==> config.mk <==
export PLATFORM = sky130hd
export DESIGN_NAME = byte_range_header_parser
export DESIGN_NICKNAME = d
export VERILOG_FILES = /design/src/sv/brhp_pkg.sv /design/src/sv/byte_range_header_parser.sv
export SDC_FILE = /design/constraint.sdc
export NUM_CORES = 1
export LEC_CHECK = 0
export ABC_CLOCK_PERIOD_IN_PS = 14200
export BUFFER_PORTS_ARGS = -buffer_cell sky130_fd_sc_hd__clkbuf_2
export CORE_MARGIN = 2
export CORE_UTILIZATION = 45
export CTS_BUF_LIST = sky130_fd_sc_hd__clkbuf_16
export CTS_CLUSTER_SIZE = 40
export DETAILED_ROUTE_END_ITERATION = 16
export MAX_ROUTING_LAYER = met4
export PLACE_DENSITY = 0.66
export SYNTH_ARGS = -nofsm -noshare
export SYNTH_HDL_FRONTEND = slang
export SYNTH_SLANG_ARGS = --single-unit
==> constraint.sdc <==
create_clock -name i_clk -period 14.2 [get_ports i_clk]
set_clock_uncertainty 0.05 [all_clocks]
set_input_delay 0.71 -clock i_clk [delete_from_list [all_inputs] [get_ports i_clk]]
set_output_delay 0.71 -clock i_clk [all_outputs]
set_load 0.01 [all_outputs]
==> src/sv/brhp_pkg.sv <==
// shared types, codes and constants of the byte range header parser
`default_nettype none

package brhp_pkg;

    localparam int BYTE_W       = 8;
    localparam int FS_W         = 48;
    localparam int END_W        = 49;
    localparam int CODE_W       = 3;
    localparam int DEF_POS_BITS = 48;
    localparam int PREFIX_LEN   = 6;

    localparam logic [2:0] BC_SAT     = 3'd7;
    localparam logic [7:0] CHAR_DASH  = 8'h2D;
    localparam logic [7:0] CHAR_PLUS  = 8'h2B;
    localparam logic [7:0] CHAR_ZERO  = 8'h30;
    localparam logic [7:0] CHAR_NINE  = 8'h39;
    localparam logic [7:0] CHAR_SPACE = 8'h20;
    localparam logic [7:0] CHAR_TAB   = 8'h09;
    localparam logic [7:0] CHAR_CR    = 8'h0D;

    // number field scan state
    typedef enum logic [4:0] {
        SCAN_EMPTY  = 5'b00001,
        SCAN_WS     = 5'b00010,
        SCAN_SIGN   = 5'b00100,
        SCAN_DIGITS = 5'b01000,
        SCAN_BAD    = 5'b10000
    } t_scan;

    // result codes
    typedef enum logic [CODE_W-1:0] {
        ERR_OK       = 3'd0,
        ERR_PREFIX   = 3'd1,
        ERR_NO_DASH  = 3'd2,
        ERR_START    = 3'd3,
        ERR_END      = 3'd4,
        ERR_ORDER    = 3'd5,
        ERR_SUFFIX   = 3'd6,
        ERR_PAST_EOF = 3'd7
    } t_err;

    // expected byte of the "bytes=" prefix at a given position
    function automatic logic [7:0] prefix_char(input logic [2:0] idx);
        logic [7:0] c;
        unique case (idx)
            3'd0:    c = 8'h62; // b
            3'd1:    c = 8'h79; // y
            3'd2:    c = 8'h74; // t
            3'd3:    c = 8'h65; // e
            3'd4:    c = 8'h73; // s
            3'd5:    c = 8'h3D; // =
            default: c = 8'h00;
        endcase
        return c;
    endfunction

endpackage

`default_nettype wire

==> src/sv/byte_range_header_parser.sv <==
// byte range header parser: scans a Range header value and resolves it
//
// Input channel: one header byte per item (i_header_byte), i_is_final marks
// the last byte. An item is taken when i_in_valid is high and o_in_stall low.
// Output channel: one result item per final byte (range_valid, error_code,
// range_start, range_end), taken when o_out_valid is high and i_out_stall low.
// Config channel: i_file_size is written when i_cfg_valid is high; o_cfg_ready
// is always high. Write it only while no header is in flight.
// Throughput: one byte per cycle while o_in_stall is low. Each byte updates
// the scan state in the cycle it is taken (a times-ten add and a saturation
// compare bound that path). The snapshot stage latches a final byte's scan
// state; it is then resolved against the file size into the output register
// that drives o_out_valid.
// Reset (synchronous, active low) clears the scan state, file size and both
// valid stages. When the receiver stalls the result holds; the snapshot stage
// still takes one more final byte, and only then o_in_stall rises.
`default_nettype none

module byte_range_header_parser #(
    parameter int POS_BITS = brhp_pkg::DEF_POS_BITS
) (
    input  wire                          i_clk,
    input  wire                          i_rst_n,
    // config
    input  wire                          i_cfg_valid,
    output logic                         o_cfg_ready,
    input  wire  [brhp_pkg::FS_W-1:0]    i_file_size,
    // input items
    input  wire                          i_in_valid,
    output logic                         o_in_stall,
    input  wire  [brhp_pkg::BYTE_W-1:0]  i_header_byte,
    input  wire                          i_is_final,
    // result items
    output logic                         o_out_valid,
    input  wire                          i_out_stall,
    output logic                         o_range_valid,
    output logic [brhp_pkg::CODE_W-1:0]  o_error_code,
    output logic [brhp_pkg::FS_W-1:0]    o_range_start,
    output logic signed [brhp_pkg::END_W-1:0] o_range_end
);
    import brhp_pkg::*;

    localparam int W    = (POS_BITS > FS_W) ? POS_BITS : FS_W;
    localparam int ACCW = POS_BITS + 4;
    localparam logic [POS_BITS-1:0] POS_MAX = {POS_BITS{1'b1}};

    typedef struct packed {
        t_scan               scan;
        logic [POS_BITS-1:0] val;
        logic                neg;
    } t_field;

    // one byte of number syntax: whitespace, sign, digits, saturating value
    function automatic t_field feed_field(input logic [7:0] c, input t_field f);
        t_field          r;
        logic            digit;
        logic            ws;
        logic [ACCW-1:0] acc;
        r     = f;
        digit = (c >= CHAR_ZERO) && (c <= CHAR_NINE);
        ws    = (c == CHAR_SPACE) || ((c >= CHAR_TAB) && (c <= CHAR_CR));
        unique case (f.scan)
            SCAN_EMPTY, SCAN_WS: begin
                if (ws) begin
                    r.scan = SCAN_WS;
                end else if ((c == CHAR_PLUS) || (c == CHAR_DASH)) begin
                    r.scan = SCAN_SIGN;
                    r.neg  = (c == CHAR_DASH);
                end else if (digit) begin
                    r.scan = SCAN_DIGITS;
                end else begin
                    r.scan = SCAN_BAD;
                end
            end
            SCAN_SIGN, SCAN_DIGITS: r.scan = digit ? SCAN_DIGITS : SCAN_BAD;
            default:                r.scan = SCAN_BAD;
        endcase
        // value * 10 + digit, saturating at the top of the field width
        acc = (ACCW'(f.val) << 3) + (ACCW'(f.val) << 1) + ACCW'(c - CHAR_ZERO);
        if (digit && (r.scan == SCAN_DIGITS)) begin
            r.val = (acc > ACCW'(POS_MAX)) ? POS_MAX : acc[POS_BITS-1:0];
        end
        return r;
    endfunction

    // scan state
    logic [2:0]    r_byte_count, n_byte_count;
    logic          r_prefix_match, n_prefix_match;
    logic          r_dash_seen, n_dash_seen;
    t_field        r_start, n_start;
    t_field        r_end, n_end;
    logic [FS_W-1:0] r_file_size;

    // snapshot stage
    logic          r_snap_vld, n_snap_vld;
    logic          r_s_bc_full, r_s_prefix, r_s_dash;
    t_field        r_s_start, r_s_end;

    // output register
    logic          r_out_vld;
    logic          r_range_valid;
    t_err          r_error_code;
    logic [FS_W-1:0] r_range_start;
    logic signed [END_W-1:0] r_range_end;

    logic   in_acc;
    logic   snap_adv;
    t_field fed;
    t_field field_clear;

    assign snap_adv    = !r_out_vld || !i_out_stall;
    assign o_in_stall  = r_snap_vld && !snap_adv;
    assign in_acc      = i_in_valid && !o_in_stall;
    assign o_cfg_ready = 1'b1;

    assign field_clear = '{scan: SCAN_EMPTY, val: '0, neg: 1'b0};

    // per-byte scan update
    always_comb begin
        n_byte_count   = r_byte_count;
        n_prefix_match = r_prefix_match;
        n_dash_seen    = r_dash_seen;
        n_start        = r_start;
        n_end          = r_end;
        fed            = feed_field(i_header_byte, r_dash_seen ? r_end : r_start);
        if (in_acc) begin
            if (r_byte_count < 3'(PREFIX_LEN)) begin
                if (i_header_byte != prefix_char(r_byte_count)) begin
                    n_prefix_match = 1'b0;
                end
            end else if (!r_dash_seen) begin
                if (i_header_byte == CHAR_DASH) begin
                    n_dash_seen = 1'b1;
                end else begin
                    n_start = fed;
                end
            end else begin
                n_end = fed;
            end
            if (r_byte_count != BC_SAT) begin
                n_byte_count = r_byte_count + 3'd1;
            end
        end
    end

    // snapshot valid
    always_comb begin
        n_snap_vld = r_snap_vld;
        if (in_acc && i_is_final) begin
            n_snap_vld = 1'b1;
        end else if (snap_adv) begin
            n_snap_vld = 1'b0;
        end
    end

    // scan state and config registers
    always_ff @(posedge i_clk) begin
        if (!i_rst_n) begin
            r_byte_count   <= '0;
            r_prefix_match <= 1'b1;
            r_dash_seen    <= 1'b0;
            r_start        <= field_clear;
            r_end          <= field_clear;
            r_file_size    <= '0;
            r_snap_vld     <= 1'b0;
        end else begin
            r_snap_vld <= n_snap_vld;
            if (i_cfg_valid && o_cfg_ready) begin
                r_file_size <= i_file_size;
            end
            if (in_acc && i_is_final) begin
                r_byte_count   <= '0;
                r_prefix_match <= 1'b1;
                r_dash_seen    <= 1'b0;
                r_start        <= field_clear;
                r_end          <= field_clear;
            end else begin
                r_byte_count   <= n_byte_count;
                r_prefix_match <= n_prefix_match;
                r_dash_seen    <= n_dash_seen;
                r_start        <= n_start;
                r_end          <= n_end;
            end
        end
    end

    // snapshot payload of a finished header
    always_ff @(posedge i_clk) begin
        if (in_acc && i_is_final) begin
            r_s_bc_full <= (n_byte_count == BC_SAT);
            r_s_prefix  <= n_prefix_match;
            r_s_dash    <= n_dash_seen;
            r_s_start   <= n_start;
            r_s_end     <= n_end;
        end
    end

    // resolve against the file size
    logic                    s_pres, e_pres;
    logic [W-1:0]            sv, ev, fs, sfx_diff;
    logic signed [END_W-1:0] fs_m1;
    t_err                    res_code;
    logic [FS_W-1:0]         res_start;
    logic signed [END_W-1:0] res_end;

    always_comb begin
        s_pres    = (r_s_start.scan != SCAN_EMPTY);
        e_pres    = (r_s_end.scan != SCAN_EMPTY);
        sv        = W'(r_s_start.val);
        ev        = W'(r_s_end.val);
        fs        = W'(r_file_size);
        sfx_diff  = fs - ev;
        fs_m1     = $signed({1'b0, r_file_size}) - END_W'(1);
        res_code  = ERR_OK;
        res_start = '0;
        res_end   = '0;
        priority if (!r_s_bc_full || !r_s_prefix) begin
            res_code = ERR_PREFIX;
        end else if (!r_s_dash) begin
            res_code = ERR_NO_DASH;
        end else if (s_pres && (r_s_start.scan != SCAN_DIGITS)) begin
            res_code = ERR_START;
        end else if (e_pres && (r_s_end.scan != SCAN_DIGITS)) begin
            res_code = ERR_END;
        end else if (s_pres && e_pres &&
                     ((r_s_end.neg && (ev != '0)) || (sv > ev))) begin
            res_code = ERR_ORDER;
        end else if (!s_pres && e_pres) begin
            // suffix form: last N bytes
            if (r_s_end.neg || (ev == '0) || (ev > fs)) begin
                res_code = ERR_SUFFIX;
            end else begin
                res_start = sfx_diff[FS_W-1:0];
                res_end   = fs_m1;
            end
        end else if (s_pres && (sv >= fs)) begin
            res_code = ERR_PAST_EOF;
        end else begin
            // explicit or open end, clamped to the last byte
            res_start = s_pres ? sv[FS_W-1:0] : '0;
            if (e_pres && (ev < fs)) begin
                res_end = $signed({1'b0, ev[FS_W-1:0]});
            end else begin
                res_end = fs_m1;
            end
        end
    end

    // output register
    always_ff @(posedge i_clk) begin
        if (!i_rst_n) begin
            r_out_vld <= 1'b0;
        end else if (snap_adv) begin
            r_out_vld <= r_snap_vld;
        end
    end

    always_ff @(posedge i_clk) begin
        if (snap_adv && r_snap_vld) begin
            r_range_valid <= (res_code == ERR_OK);
            r_error_code  <= res_code;
            r_range_start <= res_start;
            r_range_end   <= res_end;
        end
    end

    assign o_out_valid   = r_out_vld;
    assign o_range_valid = r_range_valid;
    assign o_error_code  = r_error_code;
    assign o_range_start = r_range_start;
    assign o_range_end   = r_range_end;

endmodule

`default_nettype wire

Yosys cells after proc, flatten, opt, wreduce, memory -nomap -nowiden. Cells that the tools add are included.

$add $sub $neg: 6. Magnitude comparators: 10. Equality and inequality tests: 20. Multiplexer cells: 47. Bitwise gates (word level): 5. Reduce and logical (&&, ||, !) cells: 39.

Operators with widths (number): $mux W54 (8); $mux W48 (6); $mux W49 (4); $gt A48 B48 Y1 (2); $add A51 B49 Y52 (1); $add A52 B52 Y52 (1); $gt A52 B48 Y1 const B (1); $sub A48 B1 Y49 const B (1); $ge A48 B48 Y1 (1); $logic_not A48 Y1 (1); $lt A48 B48 Y1 (1); $reduce_bool A48 Y1 (1); $sub A48 B48 Y48 (1); $pmux W7 S6 (1); $mux W3 (10); $eq A8 B6 Y1 const B (3); $mux W8 (2); $logic_and A1 B1 Y1 (15); $mux W5 (3); $mux W1 (12); $eq A5 B4 Y1 const B (2); $ne A5 B1 Y1 const B (2); $ne A5 B4 Y1 const B (2); $pmux W5 S2 (1); 23 further kinds (45).

Register bits after elaboration: 374. Input bits: 62. Output and inout bits: 104. Word-level logic and storage cells: 151.

Logic depth before layout (Yosys ltp). Gate-level depths: netlist (run 1).

Depth in word-level cells: 13. Mapped depth: 19. Depth with buffers taken out: 14.

Worst setup path after synthesis (run 1). OpenSTA, ideal clock, no wires.

Path kind: input port to flip-flop. From: input port i_header_byte[4] (netlist bit). To: register r_s_end (netlist bit ev[22]), data pin. Library setup time: 0.256 ns. Arrival time: 10.433 ns. Data required time: 13.894 ns. Setup slack: 3.461 ns. Stages: 17. Path buffers: 3. Cells stage by stage: ha_1 nor3_1 fa_1 ha_1 buf_2 and2_1 and3_1 a221o_1 nand2_1 o211ai_1 or3_1 a21oi_1 nand4b_1 nand2b_1 buf_4 buf_4 o22a_1.

RTL lines: start, declared (RTL line byte_range_header_parser.sv:31) `input wire [brhp_pkg::BYTE_W-1:0] i_header_byte,`; end signal, assigned (RTL line byte_range_header_parser.sv:194) `r_s_end <= n_end;`; end, declared (RTL line byte_range_header_parser.sv:97) `t_field r_s_start, r_s_end;`.

Worst setup path after layout (run 1).
From: register r_dash_seen. To: register r_end[2] (netlist bit).

Cells in the longest elaborated chain, start to end: 10. Elaborated cells on any way between the ends: 18. Those cells by class: add/sub: 2; order compare: 1; eq/ne: 5; mux: 7; reduce/logical: 3.

RTL lines: start, declared (RTL line byte_range_header_parser.sv:89) `logic r_dash_seen, n_dash_seen;`; start signal, assigned (RTL line byte_range_header_parser.sv:180) `r_dash_seen <= n_dash_seen;`; branches (longest 7 deep; another with $add A51 B49 Y52); $mux W54 * (RTL line byte_range_header_parser.sv:131) `end else if (!r_dash_seen) begin`; $mux W54 * (RTL line byte_range_header_parser.sv:127) `if (r_byte_count < 3'(PREFIX_LEN)) begin`; $mux W54 * (RTL line byte_range_header_parser.sv:126) `if (in_acc) begin`; end signal, assigned (RTL line byte_range_header_parser.sv:163) `r_end <= field_clear;`; end signal, assigned (RTL line byte_range_header_parser.sv:176) `r_end <= field_clear;`; end signal, assigned (RTL line byte_range_header_parser.sv:182) `r_end <= n_end;`; end, declared (RTL line byte_range_header_parser.sv:91) `t_field r_end, n_end;`.

Every way passes the cells marked *. A chain may end at the register's enable or synchronous reset.

==> results of run 1 <==
## final cells by class
type / instances / area share
inverter: 138 / 0.0183
timing repair buffer: 192 / 0.0362
sequential: 374 / 0.337
tap: 756 / 0.0332
clock buffer: 42 / 0.0369
clock inverter: 36 / 0.0123
multi-input combinational: 2016 / 0.526
## tightest hold or removal path, cell delays in order
cell and delay [ns]:
clkbuf_2 0.08, mux2i_1 0.06, nor2b_1 0.09
## cells by family (layout without fill, tap and decap cells)
| logic type | Yosys count | in the layout |
|---|---|---|
| adder cells (fa/ha/maj) | 254 | 254 |
| buffers and inverters | 266 | 408 |
| flip-flops | 374 | 374 |
| multiplexers | 101 | 101 |
| XOR/XNOR | 140 | 140 |
| other | 1 | 1 |
| AND/OR/NAND/NOR | 743 | 743 |
| AO/OA/AOI/OAI | 777 | 777 |
## cell usage after synthesis (11+ instances only)
cell type  number  share of area
o21ai_0        95          0.019
o21bai_1       17         0.0050
edfxtp_1      211           0.25
and3_1         11         0.0027
nor4_1         41          0.010
clkbuf_1       82          0.012
nand3_1        37         0.0072
nor2b_1        65          0.016
dfxtp_1       163           0.13
o2bb2ai_1      50          0.017
nand4_1        44          0.011
or3_1          12         0.0029
a31oi_1        92          0.022
or2_2          13         0.0032
nor2_1        183          0.027
o21a_1         19         0.0056
buf_2          32         0.0063
o221a_2        16         0.0070
nand2b_1       20         0.0049
xor2_1         36          0.012
ha_1          206           0.10
inv_1         138          0.020
and2_1         45          0.011
nand2_1       181          0.027
mux2i_1        53          0.021
o211ai_1       20         0.0059
fa_1           48          0.038
o22a_1         20         0.0068
xnor2_1       104          0.036
a21o_1         72          0.021
a22oi_1        33         0.0097
nor3_1         58          0.011
o31ai_1        12         0.0035
a22o_1         11         0.0038
a21oi_1       186          0.036
mux2_2         48          0.021
a211oi_1       33         0.0097
## flip-flops by register name (all words and copies together), names as in the netlist
| name | cells |
|---|---|
| ev | 48 |
| fs | 48 |
| o_error_code | 3 |
| o_out_valid | 1 |
| o_range_end | 49 |
| o_range_start | 48 |
| o_range_valid | 1 |
| r_byte_count | 3 |
| r_dash_seen | 1 |
| r_end | 54 |
| r_prefix_match | 1 |
| r_s_bc_full | 1 |
| r_s_dash | 1 |
| r_s_end | 6 |
| r_s_prefix | 1 |
| r_s_start | 5 |
| r_snap_vld | 1 |
| r_start | 54 |
| sv | 48 |
## per-layer routing
| metal | global-route usage | up-vias | share of wire |
|---|---|---|---|
| met4 | 0.0793 | 0 | 0.027 |
| met5 | - | - | 0 |
| met3 | 0.0332 | 125 | 0.062 |
| met2 | 0.425 | 773 | 0.44 |
| li1 | - | 10138 | - |
| met1 | 0.407 | 10610 | 0.47 |
## worst paths after layout
path	from	end	slack [ns]	cells after the start
worst min register to register	r_start[44]$_SDFF_PP0_	r_start[44]$_SDFF_PP0_	0.43	2
worst max-delay path	r_dash_seen$_SDFF_PP0_	r_end[2]$_SDFF_PP0_	8.27	13
worst max register to register	r_dash_seen$_SDFF_PP0_	r_end[2]$_SDFF_PP0_	8.27	13
worst min-delay path	i_file_size[37]	fs[37]$_SDFFE_PN0P_	0.34	3
## stage by stage
step                instance area (sq um)  setup WS, ns
floorplan                           25600          3.46
CTS                                 28500          8.34
detailed placement                  27100          7.77
global placement                    27100          7.86
finish                              28500          8.27
global route                        28500          7.92
## power breakdown
group          total, mW  switching (mW)  internal [mW]
Clock               1.12           0.469          0.653
Sequential          1.20          0.0377           1.17
Combinational      0.337           0.209          0.128
Total               2.66           0.716           1.95
==> flow_summary.toml, run 1 <==
[outcome]
status = "finished, final reports clean"

[clock_network]
clock_latency_ns = 0.59
cts_tree = "done"
cts_sinks = 374
cts_max_level = 2
cts_buffers = 42
ctsResizeCount = 0
cts.root.buffer_cell = "clkbuf_16"
cts_setup_buffers = 0
clkTransAtPathRegs_ns = 0.06
holdBufCountCts = 0
cts_max_path_buffers = 3

[route]
vias_per_cell = 6.09
drt-pass1-iter-count = 5
drtAntennaViolNets = 0
remaining_drc_errors = 0
drtIter0Drc = 2153
vias = 21646
routed_wirelength_mm = 82.7
routedWlPerCell_um = 23.3

[final_layout]
stdcell_count = 3554
area_delta_synth_final_pct = 11.3
nFillCells = 5183
mostFrequentLayoutCells = "edfxtp_1 (211), ha_1 (206), a21oi_1 (186), nor2_1 (180), nand2_1 (179)"
regArea_sq_mm = 0.00960
layout-drive-gt1-share = 0.135
utilization = 0.507
multi_input_area_sq_mm = 0.0150
diodes = 0
final_common_cell = "edfxtp_1"
finalNetCount = 3080

[placement]
gp_congestion = 0.968
io_buffers = 164
dp_cells = 3476
dp_hpwl_mm = 63.4

[timing]
period_minus_slack_ns = 5.93
worst_pin_slew_ns = 1.18
rsz0062_at_grt = "no"
tns_ns = 0
post-route-period-util = 0.418
setup_viol = 0
clock.fmax_mhz = 169
finalHoldViolCount = 0
whs_ns = 0.342
slew_violations = 0
max_slew_margin = 0.206

[grt]
grt_max_degree = 75
antenna_found_initial = 1
grt.overflow.total = 0
grt_pass1_wl_mm = 127
grt_pass1_vias = 20977
grt_use_total = 0.284

[synth]
postSynthCellCount = 2656
ys_ff_latch = 374
seq_area_frac_synth = 0.375
synth-compound-area-share = 0.210
synth-simple-area-share = 0.144
async_reset_ff_frac = 0
synth_nets = 2972
muxShareOfSynthArea = 0.0418
synth-edff-count = 211
avgSynthCellArea_sq_um = 9.64
ys_warn_count = 0
synth_top_family_by_area = "compound AO/OA/AOI/OAI gates"
syn-cell-area_sq_mm = 0.0256
yosys.cell_types.count = 86
synthXorXnorAreaFrac = 0.0479
synthFlopType = "edfxtp_1"
synthAdderAreaFrac = 0.138

[critical_path]
path_class = "reg -> reg"
cpPeakStageDelay_ns = 0.91
cp_max_fo = 52
critPathLaunchType = "register"
cp_slowest_cell = "nand2b_1"
required_ns = 14.67
cp.arrival_ns = 6.40
crit_chain = "buf_4 -> mux2_2 -> fa_1 -> ha_1 -> nand4_1 -> or3_1 -> inv_1 -> o211ai_1 -> a211o_1 -> a221oi_4 -> nand4b_1 -> nand2b_1 -> o221a_2"
critPathBufInv = 2
crit_family = "simple AND/OR/NAND/NOR gates"
endpoint_kind = "register"

[min_path]
hp-class = "in -> reg"

[floorplan]
io_pins = 166
dieArea_sq_mm = 0.0588
row_count = 87
coreArea_sq_mm = 0.0563
die_w_um = 243
initial_utilization = 0.455
die_y_um = 243

[power_and_ir_drop]
power.total_mw = 2.66
leakagePower_nw = 11.7
pwr_density_cell_mw_per_mm2 = 93.4
ir_worst_vdd_v = 0.0000737

[run]
max-cap-violations = 0
Note: power is estimated with default switching activity, not from simulation.
==> run 2: changes to the inputs <==
ABC_CLOCK_PERIOD_IN_PS = 5700   (was 14200)
clock period = 5.7 ns   (was 14.2 ns; I/O delays follow)
==> run 2 against run 1 <==
Net effect:
- clock power up 120%
- routed wire length up 0.46%
- die area is the same
- final cell count grew 1.4%
- final area increased by 1.9%
- maximum frequency increased by 9.2%
- setup slack worse by 8.0 ns
- utilization grew 0.94 points
- first-iteration DRC count is 0.56% higher
- total power grew 140%
- register-to-register slack worse by 8.0 ns
- sequential power rose to 2.5 times the previous value
- largest power group unchanged
==> flow_summary.toml, run 2 (synthesis results as in run 1) <==
[critical_path]
rrSetupSlack_ns = 0.27
regToRegStartpoint = "r_dash_seen$_SDFF_PP0_"
path_class = "reg -> reg"
cp.arrival_ns = 5.66
cpPeakStageDelay_ns = 0.73
critPathLaunchType = "register"
critPathBufInv = 1
endpoint_kind = "register"
worstReg2RegEnd = "sv[21]$_DFFE_PP_"
required_ns = 5.93
cp_max_fo = 43
cp_slowest_cell = "nor4_1"
r2r.worst_path.cells = 14
crit_family = "compound AO/OA/AOI/OAI gates"
crit_chain = "buf_12 -> mux2_2 -> fa_1 -> ha_1 -> nand2_1 -> a21o_1 -> a21o_1 -> a211oi_1 -> o2111a_1 -> o311ai_0 -> a221oi_2 -> nand2_1 -> nor4_1 -> nor2_1"

[power_and_ir_drop]
leakagePower_nw = 11.8
power_frac_clock = 0.392
pwr_density_cell_mw_per_mm2 = 220
power.total_mw = 6.37
switchingPower_mw = 1.76
combPwrFrac = 0.138
seq_power_share = 0.470
p_int_mw = 4.61
p_sw_frac = 0.276
ir_worst_vdd_v = 0.000254

[clock_network]
cts_sinks = 374
cts_max_path_buffers = 3
cts_max_level = 2
cts.root.buffer_cell = "clkbuf_16"
clock_latency_ns = 0.59
cts_tree = "done"
cts_buffers = 41
clkTransAtPathRegs_ns = 0.06
cts_setup_buffers = 0

[route]
drtAntennaViolNets = 0
remaining_drc_errors = 0
vias = 21925
vias_per_cell = 6.09
routedWlPerCell_um = 23.1
routed_wirelength_mm = 83.1
drt-pass1-iter-count = 6
drtIter0Drc = 2165

[placement]
io_buffers = 164
gp_congestion = 0.939
dp_hpwl_mm = 63.9

[final_layout]
finalNetCount = 3131
nFillCells = 5118
area_delta_synth_final_pct = 13.4
layout-drive-gt1-share = 0.136
final_common_cell = "edfxtp_1"
mostFrequentLayoutCells = "edfxtp_1 (211), ha_1 (201), a21oi_1 (183), nor2_1 (180), nand2_1 (179)"

[timing]
finalHoldViolCount = 0
clock.fmax_mhz = 184
whs_ns = 0.0343
post-route-period-util = 0.953
worst_pin_slew_ns = 1.29
setup_viol = 0
period_minus_slack_ns = 5.43
slew_violations = 0
max_slew_margin = 0.131
rsz0062_at_grt = "no"

[floorplan]
coreArea_sq_mm = 0.0563
die_y_um = 243
io_pins = 166
initial_utilization = 0.455
row_count = 87
dieArea_sq_mm = 0.0588
die_w_um = 243

[min_path]
hp-class = "in -> reg"
min_to = "r_snap_vld$_SDFFE_PN0P_"
whs_path_depth = 3
hold_start = "i_is_final"

[grt]
grt_pass1_vias = 21384
grt_max_degree = 102
grt_use_total = 0.286
grt.overflow.total = 0
grt_pass1_wl_mm = 128
antenna_found_initial = 1

[outcome]
status = "finished, final reports clean"

[run]
max-cap-violations = 0
==> run 2: changes by cell type in the layout (fill, tap and decap cells not counted), sizes merged <==
cell / delta
buf: +3
clkbuf: -1
inv: +3
bufinv: -5
diode: +1
clkinv: -3
clkinvlp: +2
dlygate4sd3: +49
==> run 2: metal layers <==
metal  GRT usage  vias to the layer above  part of all wire
met2       0.435                      881              0.44
met1       0.413                    10717              0.47
met4      0.0623                        0             0.021
met5           -                        -                 0
li1            -                    10223                 -
met3      0.0294                      104             0.064
==> run 2: per-stage QoR <==
step	instances	setup WS, ns	instance area (sq um)	utilization	TNS [ns]
detailed placement	3479	0.387	27300	0.485	0
global placement	3479	0.370	27300	0.485	0
floorplan	2656	-0.0335	25800	-	-0.485
CTS	3602	0.381	29000	0.516	0
finish	3603	0.271	29000	0.516	0
global route	3603	0.0388	29000	0.516	0
==> run 2: worst max path at each step <==
stage,from,to,cells after the start
floorplan,i_header_byte[6],ev[1]$_DFFE_PP_,17
global placement,r_dash_seen$_SDFF_PP0_,sv[21]$_DFFE_PP_,14
detailed placement,r_dash_seen$_SDFF_PP0_,sv[21]$_DFFE_PP_,14
CTS,r_dash_seen$_SDFF_PP0_,sv[21]$_DFFE_PP_,14
global route,r_dash_seen$_SDFF_PP0_,sv[33]$_DFFE_PP_,15
finish,r_dash_seen$_SDFF_PP0_,sv[21]$_DFFE_PP_,14
==> run 2: layout make-up <==
cell class / count / area [sq um] / area share
sequential: 374 / 9600 / 0.331
clock inverter: 33 / 203 / 0.00698
inverter: 138 / 520 / 0.0179
tap: 756 / 946 / 0.0326
multi-input combinational: 2016 / 15100 / 0.521
timing repair buffer: 244 / 1620 / 0.0558
antenna: 1 / 2.50 / 0.0000862
clock buffer: 41 / 1030 / 0.0353
==> run 2: power groups by stage <==
stage | clock network [mW] | logic (mW) | registers (mW)
floorplan | 0 | 0.601 | 3.02
global placement | 0 | 0.824 | 3.05
detailed placement | 0 | 0.840 | 3.05
CTS | 2.54 | 0.871 | 2.99
finish | 2.50 | 0.880 | 3.00
global route | 2.64 | 0.971 | 3.00
==> run 2: repair_timing <==
| action | in CTS | in global routing |
|---|---|---|
| hold buffers | 49 | 0 |
| gates resized for setup | 0 | 0 |
| endpoints found under the setup margin | 0 | 0 |
| endpoints found under the hold margin | 49 | 0 |
==> run 2: worst register-to-register path: stages (launching register included) <==
cell	delay [ns]
dfxtp_2	0.47
buf_12	0.28
mux2_2	0.45
fa_1	0.50
ha_1	0.40
nand2_1	0.18
a21o_1	0.22
a21o_1	0.18
a211oi_1	0.55
o2111a_1	0.35
o311ai_0	0.16
a221oi_2	0.26
nand2_1	0.16
nor4_1	0.74
nor2_1	0.19
==> run 3: changes to the inputs <==
BUFFER_PORTS_ARGS = not set   (was -buffer_cell sky130_fd_sc_hd__clkbuf_2)
CORE_MARGIN = 3   (was 2)
DONT_BUFFER_PORTS = 1   (was not set)
PLACE_DENSITY = 0.64   (was 0.66)
==> run 3 against run 2 <==
Net effect:
- non-clock buffer count fell by 100
- final area fell by 0.92%
- critical path depth grew 1
- largest power group unchanged
- global-route usage shrank 0.94 points
- setup slack improved by 0.11 ns
- via count down 1.8%
- count of clock-buffer cells in the layout decreased by 3
- sequential share of layout area is 0.31 points higher
- total power down 1.8%
- final cell count fell by 3.2%
- first-iteration DRC count down 2.1%
==> flow_summary.toml, run 3 (synthesis results as in run 1) <==
[final_layout]
diodes = 0
mostFrequentLayoutCells = "edfxtp_1 (211), ha_1 (201), a21oi_1 (183), nand2_1 (180), nor2_1 (180)"
stdcell_count = 3489
layout-drive-gt1-share = 0.0788
utilization = 0.516
nFillCells = 5026
finalNetCount = 3028
area_delta_synth_final_pct = 12.4
final_common_cell = "edfxtp_1"

[timing]
period_minus_slack_ns = 5.32
slew_violations = 0
clock.fmax_mhz = 188
setup_viol = 0
worst_slack_ns = 0.384
worst_pin_slew_ns = 1.28
finalHoldViolCount = 0
rsz0062_at_grt = "no"
post-route-period-util = 0.933
max_slew_margin = 0.148

[route]
routedWlPerCell_um = 23.6
drt-pass1-iter-count = 5
vias = 21529
routed_wirelength_mm = 82.4
remaining_drc_errors = 0
drtAntennaViolNets = 0
drtIter0Drc = 2120
vias_per_cell = 6.17

[placement]
dp_hpwl_mm = 63.2
dp_cells = 3305
preCtsSetupSlack_ns = 0.384
io_buffers = 0
gp_congestion = 0.971

[floorplan]
dieArea_sq_mm = 0.0598
die_y_um = 245
io_pins = 166
die_w_um = 245
initial_utilization = 0.459
row_count = 86
coreArea_sq_mm = 0.0557

[power_and_ir_drop]
pwr_density_cell_mw_per_mm2 = 218
ir_worst_vdd_v = 0.000176
leakagePower_nw = 11.4

[grt]
grt_pass1_vias = 20783
antenna_found_initial = 0
grt_max_degree = 71
grt_pass1_wl_mm = 126
grt.overflow.total = 0
grt_use_total = 0.277

[clock_network]
cts_max_path_buffers = 3
cts_buffers = 38
clkTransAtPathRegs_ns = 0.06
ctsResizeCount = 0
cts.root.buffer_cell = "clkbuf_16"
cts_sinks = 374
cts_max_level = 2
clock_latency_ns = 0.58
cts_tree = "done"

[min_path]
hp-class = "in -> reg"

[critical_path]
endpoint_kind = "register"
path_class = "reg -> reg"
critPathLaunchType = "register"
cp.arrival_ns = 5.78
cp_max_fo = 47
required_ns = 6.16

[run]
max-cap-violations = 0

[outcome]
status = "finished, final reports clean"
## run 3: cell types whose count changed in the layout (fill, tap and decap cells not counted), sizes merged
cell | before | now
clkbuf | 204 | 38
dlygate4sd3 | 49 | 112
clkinvlp | 4 | 1
clkinv | 17 | 19
diode | 1 | 0
inv | 149 | 148
## run 3: final timing paths
kind	start	end	slack, ns	cells past startpoint
max	r_dash_seen$_SDFF_PP0_	r_start[15]$_SDFF_PP0_	0.38	15
min	i_rst_n	fs[17]$_SDFFE_PN0P_	0.03	2
max reg2reg	r_dash_seen$_SDFF_PP0_	r_start[15]$_SDFF_PP0_	0.38	15
min reg2reg	r_end[53]$_SDFF_PP0_	r_end[53]$_SDFF_PP0_	0.43	2
## run 3: final cells by class
class                   instances  area [sq um]  share of cell area
flip-flops and latches        374          9600               0.334
repair buffers                144          1440              0.0499
multi-input cells            2016         15100               0.525
clock buffers                  38           951              0.0331
clock inverters                31           214             0.00744
inverters                     138           520              0.0181
well taps                     748           936              0.0325
## run 3: critical path, stage by stage, from the launching register on
cell	delay, ns
dfxtp_2	0.47
buf_12	0.30
mux2_2	0.42
fa_1	0.62
ha_4	0.25
a21o_1	0.17
o21bai_1	0.17
a221o_1	0.34
a31oi_1	0.31
o22a_1	0.25
nand2_1	0.15
a221oi_4	0.57
and3b_2	0.29
buf_12	0.19
a31oi_1	0.44
and2_1	0.20
## run 3: what timing repair did
action                                  CTS  global route
setup buffers                             0             2
endpoints found under the hold margin    52             0
hold buffers                            113             0
endpoints found under the setup margin    0             1
## run 3: metrics by stage
stage	hold slack [ns]	power, mW	instance area, sq um	setup TNS (ns)
floorplan	0.400	3.62	25800	-0.485
global placement	0.374	3.81	26400	0
detailed placement	0.378	3.83	26400	0
CTS	0.000639	6.27	28800	0
global route	0.0114	6.49	28800	0
finish	0.0270	6.26	28800	0
## run 3: report_power, final
part | total (mW) | internal (mW) | switching [mW]
clock | 2.39 | 1.28 | 1.11
sequential | 3.01 | 2.90 | 0.104
combinational | 0.865 | 0.364 | 0.502
## run 3: layer usage
metal / part of all wire / vias up / track usage
li1: - / 10012 / -
met1: 0.46 / 10444 / 0.395
met2: 0.43 / 951 / 0.406
met3: 0.073 / 122 / 0.0399
met4: 0.034 / 0 / 0.0881
met5: 0 / - / -
